**config.mk**
```make
export PLATFORM = sky130hd
export DESIGN_NAME = rndis_packet_deframer
export DESIGN_NICKNAME = d
export VERILOG_FILES = /design/src/hw/rtl/rpd_pkg.sv /design/src/hw/rtl/rpd_front.sv /design/src/hw/rtl/rpd_queue.sv /design/src/hw/rtl/rpd_back.sv /design/src/hw/rtl/rndis_packet_deframer.sv
export VERILOG_INCLUDE_DIRS = /design/src /design/src/hw/rtl
export SDC_FILE = /design/constraint.sdc
export NUM_CORES = 1
export LEC_CHECK = 0
export BUFFER_PORTS_ARGS = -buffer_cell sky130_fd_sc_hd__buf_2
export CAP_MARGIN = 0
export CORE_MARGIN = 1
export CORE_UTILIZATION = 35
export CTS_CLUSTER_DIAMETER = 30
export DETAILED_ROUTE_END_ITERATION = 6
export PLACE_DENSITY = 0.52
export SLEW_MARGIN = 25
export SYNTH_ARGS = -nofsm -noshare
export SYNTH_HDL_FRONTEND = slang
export SYNTH_SLANG_ARGS = --single-unit
```
**constraint.sdc**
```tcl
create_clock -name i_clk -period 5.1 [get_ports i_clk]
set_clock_uncertainty 0.15 [all_clocks]
set_input_delay 0.765 -clock i_clk [delete_from_list [all_inputs] [get_ports i_clk]]
set_output_delay 0.765 -clock i_clk [all_outputs]
set_load 0.02 [all_outputs]
```
**src/hw/rtl/rndis_packet_deframer_assert.svh**
```systemverilog
// assertion macros for the rndis packet deframer
`ifndef RNDIS_PACKET_DEFRAMER_ASSERT_SVH
`define RNDIS_PACKET_DEFRAMER_ASSERT_SVH
`ifndef SYNTHESIS
`define RPD_ASSERT_IMP(lbl, ante, cons, msg) \
    lbl: assert property (@(posedge i_clk) disable iff (!i_rst_n) (ante) |-> (cons)) \
        else $error(msg);
`define RPD_ASSERT_NXT(lbl, ante, cons, msg) \
    lbl: assert property (@(posedge i_clk) disable iff (!i_rst_n) (ante) |=> (cons)) \
        else $error(msg);
`else
`define RPD_ASSERT_IMP(lbl, ante, cons, msg)
`define RPD_ASSERT_NXT(lbl, ante, cons, msg)
`endif
`endif

```
**src/hw/rtl/rpd_pkg.sv**
```systemverilog
// shared types and constants of the rndis packet deframer
package rpd_pkg;

    localparam int BufferBytes = 2048;
    localparam logic [16:0] BufferLimit = 17'(BufferBytes);

    localparam logic [31:0] PacketMsgCode = 32'd1;
    localparam logic [15:0] HeaderBytes   = 16'd44;
    localparam logic [31:0] PayloadBias   = 32'd8;

    localparam logic [15:0] PosTypeEnd   = 16'd3;
    localparam logic [15:0] PosLengthEnd = 16'd7;
    localparam logic [15:0] PosOffsetEnd = 16'd11;
    localparam logic [15:0] PosDlenEnd   = 16'd15;
    localparam logic [15:0] PosLastHdr   = 16'd43;

    localparam logic [15:0] MaxLenReset = 16'd2048;

    localparam logic CfgReceiveEnable   = 1'b0;
    localparam logic CfgMaxMessageLength = 1'b1;

    localparam logic KindPayload = 1'b0;
    localparam logic KindError   = 1'b1;

    typedef enum logic [1:0] {
        ErrNone   = 2'd0,
        ErrType   = 2'd1,
        ErrLength = 2'd2
    } t_err;

    typedef struct packed {
        logic       kind;
        logic [7:0] data;
        logic       last;
        t_err       err;
    } t_entry;

    typedef struct packed {
        logic full;
        logic avail;
    } t_qstat;

    localparam int QDepth = 4;
    localparam int QPtrW  = $clog2(QDepth);
    localparam int QCntW  = $clog2(QDepth + 1);

endpackage

```
**src/hw/rtl/rpd_front.sv**
```systemverilog
// header parser and byte classifier of the rndis packet deframer
module rpd_front (
    input  logic              i_clk,
    input  logic              i_rst_n,
    input  logic              i_cfg_valid,
    input  logic              i_cfg_index,
    input  logic [15:0]       i_cfg_data,
    output logic              o_cfg_ready,
    input  logic              i_accept,
    input  logic [7:0]        i_data_byte,
    input  logic              i_transfer_last,
    output logic              o_push,
    output rpd_pkg::t_entry   o_entry
);

    logic        r_rx_en;
    logic [15:0] r_max_len;
    logic [15:0] r_pos, n_pos;
    logic [31:0] r_header_shift, n_header_shift;
    logic [15:0] r_message_length, n_message_length;
    logic [31:0] r_payload_start, n_payload_start;
    logic [15:0] r_payload_end, n_payload_end;
    logic        r_drop, n_drop;

    logic [31:0]   shift_new;
    logic [16:0]   pos_inc;
    logic          in_header;
    logic [32:0]   off_sum;
    logic [31:0]   start_sat;
    logic [32:0]   end_sum;
    logic          in_payload;
    logic          wrap;
    rpd_pkg::t_err err;

    assign o_cfg_ready = 1'b1;

    assign shift_new = {i_data_byte, r_header_shift[31:8]};
    assign pos_inc   = {1'b0, r_pos} + 17'd1;
    assign in_header = r_pos < rpd_pkg::HeaderBytes;
    assign off_sum   = {1'b0, shift_new} + {1'b0, rpd_pkg::PayloadBias};
    assign start_sat = off_sum[32] ? 32'hFFFF_FFFF : off_sum[31:0];
    // data length is the last header field parsed; the end is fixed here once per message
    assign end_sum   = {1'b0, r_payload_start} + {1'b0, shift_new};
    assign in_payload = ({16'd0, r_pos} >= r_payload_start) && (r_pos < r_payload_end);
    assign wrap = (r_pos >= rpd_pkg::PosLastHdr) && (pos_inc >= {1'b0, r_message_length});

    always_comb begin
        n_pos            = r_pos;
        n_header_shift   = r_header_shift;
        n_message_length = r_message_length;
        n_payload_start  = r_payload_start;
        n_payload_end    = r_payload_end;
        n_drop           = r_drop;
        err              = rpd_pkg::ErrNone;
        o_push           = 1'b0;
        o_entry.kind     = rpd_pkg::KindPayload;
        o_entry.data     = i_data_byte;
        o_entry.last     = pos_inc == {1'b0, r_payload_end};
        o_entry.err      = rpd_pkg::ErrNone;
        if (i_accept && r_rx_en) begin
            if (r_drop) begin
                if (i_transfer_last) begin
                    n_drop = 1'b0;
                    n_pos  = 16'd0;
                end
            end else begin
                if (in_header) begin
                    n_header_shift = shift_new;
                    priority if (r_pos == rpd_pkg::PosTypeEnd) begin
                        if (shift_new != rpd_pkg::PacketMsgCode) err = rpd_pkg::ErrType;
                    end else if (r_pos == rpd_pkg::PosLengthEnd) begin
                        n_message_length = shift_new[15:0];
                        if (shift_new < {16'd0, rpd_pkg::HeaderBytes} ||
                            shift_new > {16'd0, r_max_len} ||
                            shift_new > {15'd0, rpd_pkg::BufferLimit})
                            err = rpd_pkg::ErrLength;
                    end else if (r_pos == rpd_pkg::PosOffsetEnd) begin
                        n_payload_start = (start_sat < {16'd0, rpd_pkg::HeaderBytes}) ?
                                          {16'd0, rpd_pkg::HeaderBytes} : start_sat;
                    end else if (r_pos == rpd_pkg::PosDlenEnd) begin
                        n_payload_end = (end_sum > {17'd0, r_message_length}) ?
                                        r_message_length : end_sum[15:0];
                    end else begin
                        err = rpd_pkg::ErrNone;
                    end
                end else if (in_payload) begin
                    o_push = 1'b1;
                end
                if (err != rpd_pkg::ErrNone) begin
                    o_push       = 1'b1;
                    o_entry.kind = rpd_pkg::KindError;
                    o_entry.data = 8'd0;
                    o_entry.last = 1'b0;
                    o_entry.err  = err;
                    n_pos        = 16'd0;
                    n_drop       = !i_transfer_last;
                end else begin
                    n_pos = wrap ? 16'd0 : pos_inc[15:0];
                end
            end
        end
    end

    always_ff @(posedge i_clk) begin
        if (!i_rst_n) begin
            r_rx_en          <= 1'b0;
            r_max_len        <= rpd_pkg::MaxLenReset;
            r_pos            <= 16'd0;
            r_header_shift   <= 32'd0;
            r_message_length <= 16'd0;
            r_payload_start  <= 32'd0;
            r_payload_end    <= 16'd0;
            r_drop           <= 1'b0;
        end else begin
            if (i_cfg_valid) begin
                unique case (i_cfg_index)
                    rpd_pkg::CfgReceiveEnable:    r_rx_en   <= i_cfg_data[0];
                    rpd_pkg::CfgMaxMessageLength: r_max_len <= i_cfg_data;
                endcase
            end
            r_pos            <= n_pos;
            r_header_shift   <= n_header_shift;
            r_message_length <= n_message_length;
            r_payload_start  <= n_payload_start;
            r_payload_end    <= n_payload_end;
            r_drop           <= n_drop;
        end
    end

endmodule

```
**src/hw/rtl/rpd_queue.sv**
```systemverilog
// short word queue between parser and output stage
module rpd_queue (
    input  logic              i_clk,
    input  logic              i_rst_n,
    input  logic              i_push,
    input  rpd_pkg::t_entry   i_entry,
    input  logic              i_pop,
    output rpd_pkg::t_qstat   o_stat,
    output rpd_pkg::t_entry   o_head
);

    rpd_pkg::t_entry           r_mem [rpd_pkg::QDepth];
    logic [rpd_pkg::QPtrW-1:0] r_wr_ptr;
    logic [rpd_pkg::QPtrW-1:0] r_rd_ptr;
    logic [rpd_pkg::QCntW-1:0] r_cnt;

    logic do_pop;

    assign o_stat.full  = r_cnt == rpd_pkg::QCntW'(rpd_pkg::QDepth);
    assign o_stat.avail = r_cnt != '0;
    assign o_head       = r_mem[r_rd_ptr];
    assign do_pop       = i_pop && o_stat.avail;

    always_ff @(posedge i_clk) begin
        if (i_push) r_mem[r_wr_ptr] <= i_entry;
    end

    always_ff @(posedge i_clk) begin
        if (!i_rst_n) begin
            r_wr_ptr <= '0;
            r_rd_ptr <= '0;
            r_cnt    <= '0;
        end else begin
            if (i_push) r_wr_ptr <= r_wr_ptr + 1'b1;
            if (do_pop) r_rd_ptr <= r_rd_ptr + 1'b1;
            unique case ({i_push, do_pop})
                2'b10:   r_cnt <= r_cnt + 1'b1;
                2'b01:   r_cnt <= r_cnt - 1'b1;
                default: r_cnt <= r_cnt;
            endcase
        end
    end

endmodule

```
**src/hw/rtl/rpd_back.sv**
```systemverilog
// output register stage that hands results to the consumer
module rpd_back (
    input  logic              i_clk,
    input  logic              i_rst_n,
    input  rpd_pkg::t_qstat   i_stat,
    input  rpd_pkg::t_entry   i_head,
    output logic              o_load,
    input  logic              i_pop,
    output logic              o_empty,
    output logic              o_item_kind,
    output logic [7:0]        o_payload_byte,
    output logic              o_frame_last,
    output logic [1:0]        o_error_code
);

    logic            r_valid;
    rpd_pkg::t_entry r_entry;

    // refill when empty or when the held word leaves this cycle
    assign o_load = i_stat.avail && (!r_valid || i_pop);

    assign o_empty        = !r_valid;
    assign o_item_kind    = r_entry.kind;
    assign o_payload_byte = r_entry.data;
    assign o_frame_last   = r_entry.last;
    assign o_error_code   = 2'(r_entry.err);

    always_ff @(posedge i_clk) begin
        if (o_load) r_entry <= i_head;
    end

    always_ff @(posedge i_clk) begin
        if (!i_rst_n) begin
            r_valid <= 1'b0;
        end else if (o_load) begin
            r_valid <= 1'b1;
        end else if (i_pop) begin
            r_valid <= 1'b0;
        end
    end

endmodule

```
**src/hw/rtl/rndis_packet_deframer.sv**
```systemverilog
// top level of the rndis packet deframer
// a byte that yields a result is written into the queue, then loaded into the output register once it is free
// throughput: one byte per cycle while full is low, held by a four-word queue and one output register
// full rises only when the queue holds four words the consumer has not taken
// reset: synchronous active low; parser state cleared, receive off, limit 2048, queue empty
module rndis_packet_deframer (
    input  logic        i_clk,
    input  logic        i_rst_n,
    input  logic        i_cfg_valid,
    input  logic        i_cfg_index,
    input  logic [15:0] i_cfg_data,
    output logic        o_cfg_ready,
    input  logic        push,
    output logic        full,
    input  logic [7:0]  i_data_byte,
    input  logic        i_transfer_last,
    output logic        empty,
    input  logic        pop,
    output logic        o_item_kind,
    output logic [7:0]  o_payload_byte,
    output logic        o_frame_last,
    output logic [1:0]  o_error_code
);

`include "rndis_packet_deframer_assert.svh"

    logic            accept;
    logic            front_push;
    rpd_pkg::t_entry front_entry;
    rpd_pkg::t_qstat qstat;
    rpd_pkg::t_entry qhead;
    logic            back_load;

    assign full   = qstat.full;
    assign accept = push && !qstat.full;

    rpd_front u_front (
        .i_clk          (i_clk),
        .i_rst_n        (i_rst_n),
        .i_cfg_valid    (i_cfg_valid),
        .i_cfg_index    (i_cfg_index),
        .i_cfg_data     (i_cfg_data),
        .o_cfg_ready    (o_cfg_ready),
        .i_accept       (accept),
        .i_data_byte    (i_data_byte),
        .i_transfer_last(i_transfer_last),
        .o_push         (front_push),
        .o_entry        (front_entry)
    );

    rpd_queue u_queue (
        .i_clk  (i_clk),
        .i_rst_n(i_rst_n),
        .i_push (front_push),
        .i_entry(front_entry),
        .i_pop  (back_load),
        .o_stat (qstat),
        .o_head (qhead)
    );

    rpd_back u_back (
        .i_clk         (i_clk),
        .i_rst_n       (i_rst_n),
        .i_stat        (qstat),
        .i_head        (qhead),
        .o_load        (back_load),
        .i_pop         (pop),
        .o_empty       (empty),
        .o_item_kind   (o_item_kind),
        .o_payload_byte(o_payload_byte),
        .o_frame_last  (o_frame_last),
        .o_error_code  (o_error_code)
    );

    `RPD_ASSERT_IMP(a_push_only_on_accept, front_push, accept, "queue write without accepted byte")
    `RPD_ASSERT_NXT(a_back_refills, empty && qstat.avail, !empty, "output stage idle with queued word")
    `RPD_ASSERT_IMP(a_error_word_clean, !empty && o_item_kind, (o_payload_byte == 8'd0) && !o_frame_last, "error word carries payload bits")
    `RPD_ASSERT_IMP(a_full_has_data, qstat.full, qstat.avail, "queue full but empty")

endmodule
```
==> out/qor.yml <==
synthesis:
  yosysMostFrequentCell: "nand2_1"
  synth_commonest_cells: "nand2_1, a21oi_1, dfxtp_1, ha_1, inv_1"
  yosysSeqAreaShare_pct: 35.37
  ys_ff_latch: 190
  synth_fp_nets: 1606
  synth_area_leader_cell: "dfxtp_1"
  yosys_most_used_dff: "dfxtp_1"
  synth_top_area_share_pct: 20.90
  synthCells: 1454
  yosys_warnings: 0
  synth_area_mm2: 0.01245
  synth.avg_cell_area_um2: 8.564
  synth_edf_count: 60
  synth_cell_types: 69
  synth.area.top_cells: "dfxtp_1, edfxtp_1, ha_1, nand2_1, a21oi_1"
  async_reset_ff_share_pct: 0
floorplanning:
  pin_count: 46
  die_h_um: 190.6
  initial_core_util_pct: 35.78
  dieWidth_um: 190.6
  core_area_mm2: 0.03480
  rows: 68
  die_area_mm2: 0.03634
clock_tree:
  post_cts_buffers: 0
  clk_pin_slew_ns: 0.08
  htreeDepth: 4
  clock_path_buffers: 2
  cts_resized: 0
  cts-root-buf: "clkbuf_16"
  clkLatencyLatePin_ns: 0.46
  cts_tree: "built"
  cts-buffers-inserted: 17
  ctsHoldBuffers: 0
  cts_sinks: 190
global_route:
  grt_pass1_vias: 10010
  grt_pass1_wl_mm: 55.95
  grt_overflow: 0
  grtUsageTotal_pct: 20.04
  antenna_found_initial: 0
  grt_max_degree: 63
power:
  clkPwrFrac_pct: 39.0
  power.switching_w: 0.0009817
  leakagePower_nw: 5.308
  comb_power_share_pct: 12.6
  switching_share_pct: 27.92
  internal_power_w: 0.002535
  vdd_drop_max_uv: 254.5
  seqPwrFrac_pct: 48.4
  powerDensity_mw_per_mm2: 255.6
sta:
  max_slew_margin_pct: 39.29
  rsz0062_at_grt: "no"
  drv_slew: 0
  tns_ns: 0
  fin_ws_ns: 0.4850
  min_period_ns: 4.615
  hold_viol_final: 0
  fmax_mhz: 216.7
  tightest_slew_ns: 0.9094
  setup_viol: 0
  min_period_over_period_pct: 90.49
cells_and_area:
  drive_gt1_share_pct: 9.717
  n_antenna_cell: 0
  fin_nets: 1621
  areaGrowthSynthToFinish_pct: 10.47
flow_run:
  maxCapViolations: 0
setup_path:
  arrival_ns: 4.84
  rrSetupSlack_ns: 0.49
  worstPathRequired_ns: 5.32
  r2r_cells: 18
  cp_max_fo: 18
  path_class: "flip-flop to flip-flop"
  cpMostUsedCell: "a21o_1"
  cp_slowest_cell: "fa_1"
  start_kind: "flip-flop"
  cpPeakStageDelay_ns: 0.47
  crit_path_end_kind: "flip-flop"
  crit_family: "compound AO/OA/AOI/OAI gates"
  crit_cells: 18
  path_buf_inv: 1
  crit_chain: "ha_1 > fa_1 > a21o_1 > a221o_1 > a21o_1 > a21oi_1 > xnor2_1 > ha_1 > a21o_1 > a211oi_1 > nand2_1 > o31ai_1 > nand4_1 > nor4_1 > nand4_1 > buf_4 > mux2i_1 > a211oi_1"
place:
  gp_congestion: 0.8720
  hpwl_mm: 27.15
  preCtsSetupSlack_ns: 0.4875
  port_buffers: 44
run_status:
  outcome: "finished, final reports clean"
worst_hold_path:
  hold_path_depth: 2
  min_path_type: "flip-flop to flip-flop"
routing:
  ant_nets: 0
  route.detailed.drc: 0
  vias: 10500
  dr.pass1.iters: 5
  wl_per_cell_um: 18.28
  drt-vias-per-instance: 5.421
  dr.first_iter.drc_count: 769
  drt-total-wl_mm: 35.40
layout make-up:
| type | instances | area, µm² |
|---|---|---|
| Clock buffer | 22 | 495.5 |
| Clock inverter | 10 | 92.59 |
| Fill cell | 3498 | 21040 |
| Inverter | 98 | 369.1 |
| Multi-Input combinational cell | 1083 | 7330 |
| Sequential cell | 190 | 4404 |
| Tap cell | 455 | 569.3 |
| Timing Repair Buffer | 79 | 495.5 |
worst reg2reg max path, stage by stage, from the launching register on:
cell and delay [ns]:
dfxtp_1 0.35, ha_1 0.24, fa_1 0.47, a21o_1 0.19, a221o_1 0.40, a21o_1 0.24
a21oi_1 0.17, xnor2_1 0.18, ha_1 0.28, a21o_1 0.17, a211oi_1 0.24, nand2_1 0.08
o31ai_1 0.31, nand4_1 0.12, nor4_1 0.19, nand4_1 0.13, buf_4 0.25, mux2i_1 0.17
a211oi_1 0.22
layout by cell type, fill, tap and decap left out, types with 4 or more instances in the layout:
cell	n
inv_1	96
o21a_1	19
a31oi_1	30
buf_2	44
edfxtp_1	60
nand4_1	32
mux4_2	12
nor3_1	27
a311oi_1	8
and3_1	13
nor2_1	92
a22oi_1	6
o211ai_1	14
nand4b_1	6
nor2b_1	10
xnor2_1	48
a21o_1	29
nand3_1	41
ha_1	119
o31ai_1	6
xor2_1	31
o221ai_1	5
and2_1	16
a21oi_1	137
mux2i_1	24
nand2_1	192
nor4_1	20
or3_1	4
or4_1	4
a211oi_1	23
clkbuf_16	18
buf_4	34
o21ai_0	55
inv_8	4
dfxtp_1	130
inv_6	4
o2111ai_1	4
nand2b_1	4
power by group through the flow:
| stage | clock network (W) | registers (W) | logic [W] |
|---|---|---|---|
| after floorplan | 0 | 0.00178 | 0.000259 |
| after global placement | 0 | 0.00174 | 0.000442 |
| after detailed placement | 0 | 0.00174 | 0.000447 |
| after CTS | 0.00140 | 0.00171 | 0.000447 |
| after global routing | 0.00145 | 0.00171 | 0.000488 |
| final | 0.00137 | 0.00170 | 0.000442 |
metal layers:
layer,GRT usage [%],part of all wire [%]
met5,0,0
met4,5.662,1.5
met3,2.944,3.7
met2,30.98,44
met1,28.77,50
per-stage QoR:
step | utilization [%] | cells | total power (W) | area, µm² | hold slack [ns]
after CTS | 39.50 | 1937 | 0.003556 | 13740 | 0.3106
after floorplan | - | 1454 | 0.002037 | 12450 | 0.2819
final | 39.53 | 1937 | 0.003517 | 13760 | 0.3062
after global placement | 37.80 | 1905 | 0.002179 | 13150 | 0.2945
after detailed placement | 37.81 | 1905 | 0.002189 | 13160 | 0.2998
after global routing | 39.53 | 1937 | 0.003657 | 13760 | 0.3232
cell families after synthesis:
family,Yosys count,share of synthesized area (%)
flip-flops,190,35.37
AO/OA/AOI/OAI,362,18.18
buffers and inverters,181,5.939
XOR/XNOR,79,5.557
AND/OR/NAND/NOR,483,18.46
adder cells (fa/ha/maj),121,12.28
other,1,0.03012
multiplexers,37,4.190
final timing paths:
kind	startpoint	end
max	u_front.r_payload_start[0]	u_front.r_payload_end[0]
min	u_front.r_max_len[3]	u_front.r_max_len[3]
max reg2reg	u_front.r_payload_start[0]	u_front.r_payload_end[0]
min reg2reg	u_front.r_max_len[3]	u_front.r_max_len[3]
state kept, by name, indices dropped and copies added, names as in the netlist:
signal                    cells
u_front.r_payload_start      32
u_front.r_header_shift       24
u_front.r_pos                16
u_back.r_valid                1
u_back.o_error_code           2
u_front.r_max_len            16
u_queue.r_cnt                 3
u_front.r_drop                1
u_queue.r_mem                48
u_front.r_payload_end        16
u_back.o_payload_byte         8
u_back.o_frame_last           1
u_queue.r_wr_ptr              2
u_back.o_item_kind            1
u_front.r_rx_en               1
u_queue.r_rd_ptr              2
u_front.r_message_length     16
(Power assumes the default switching activity.)
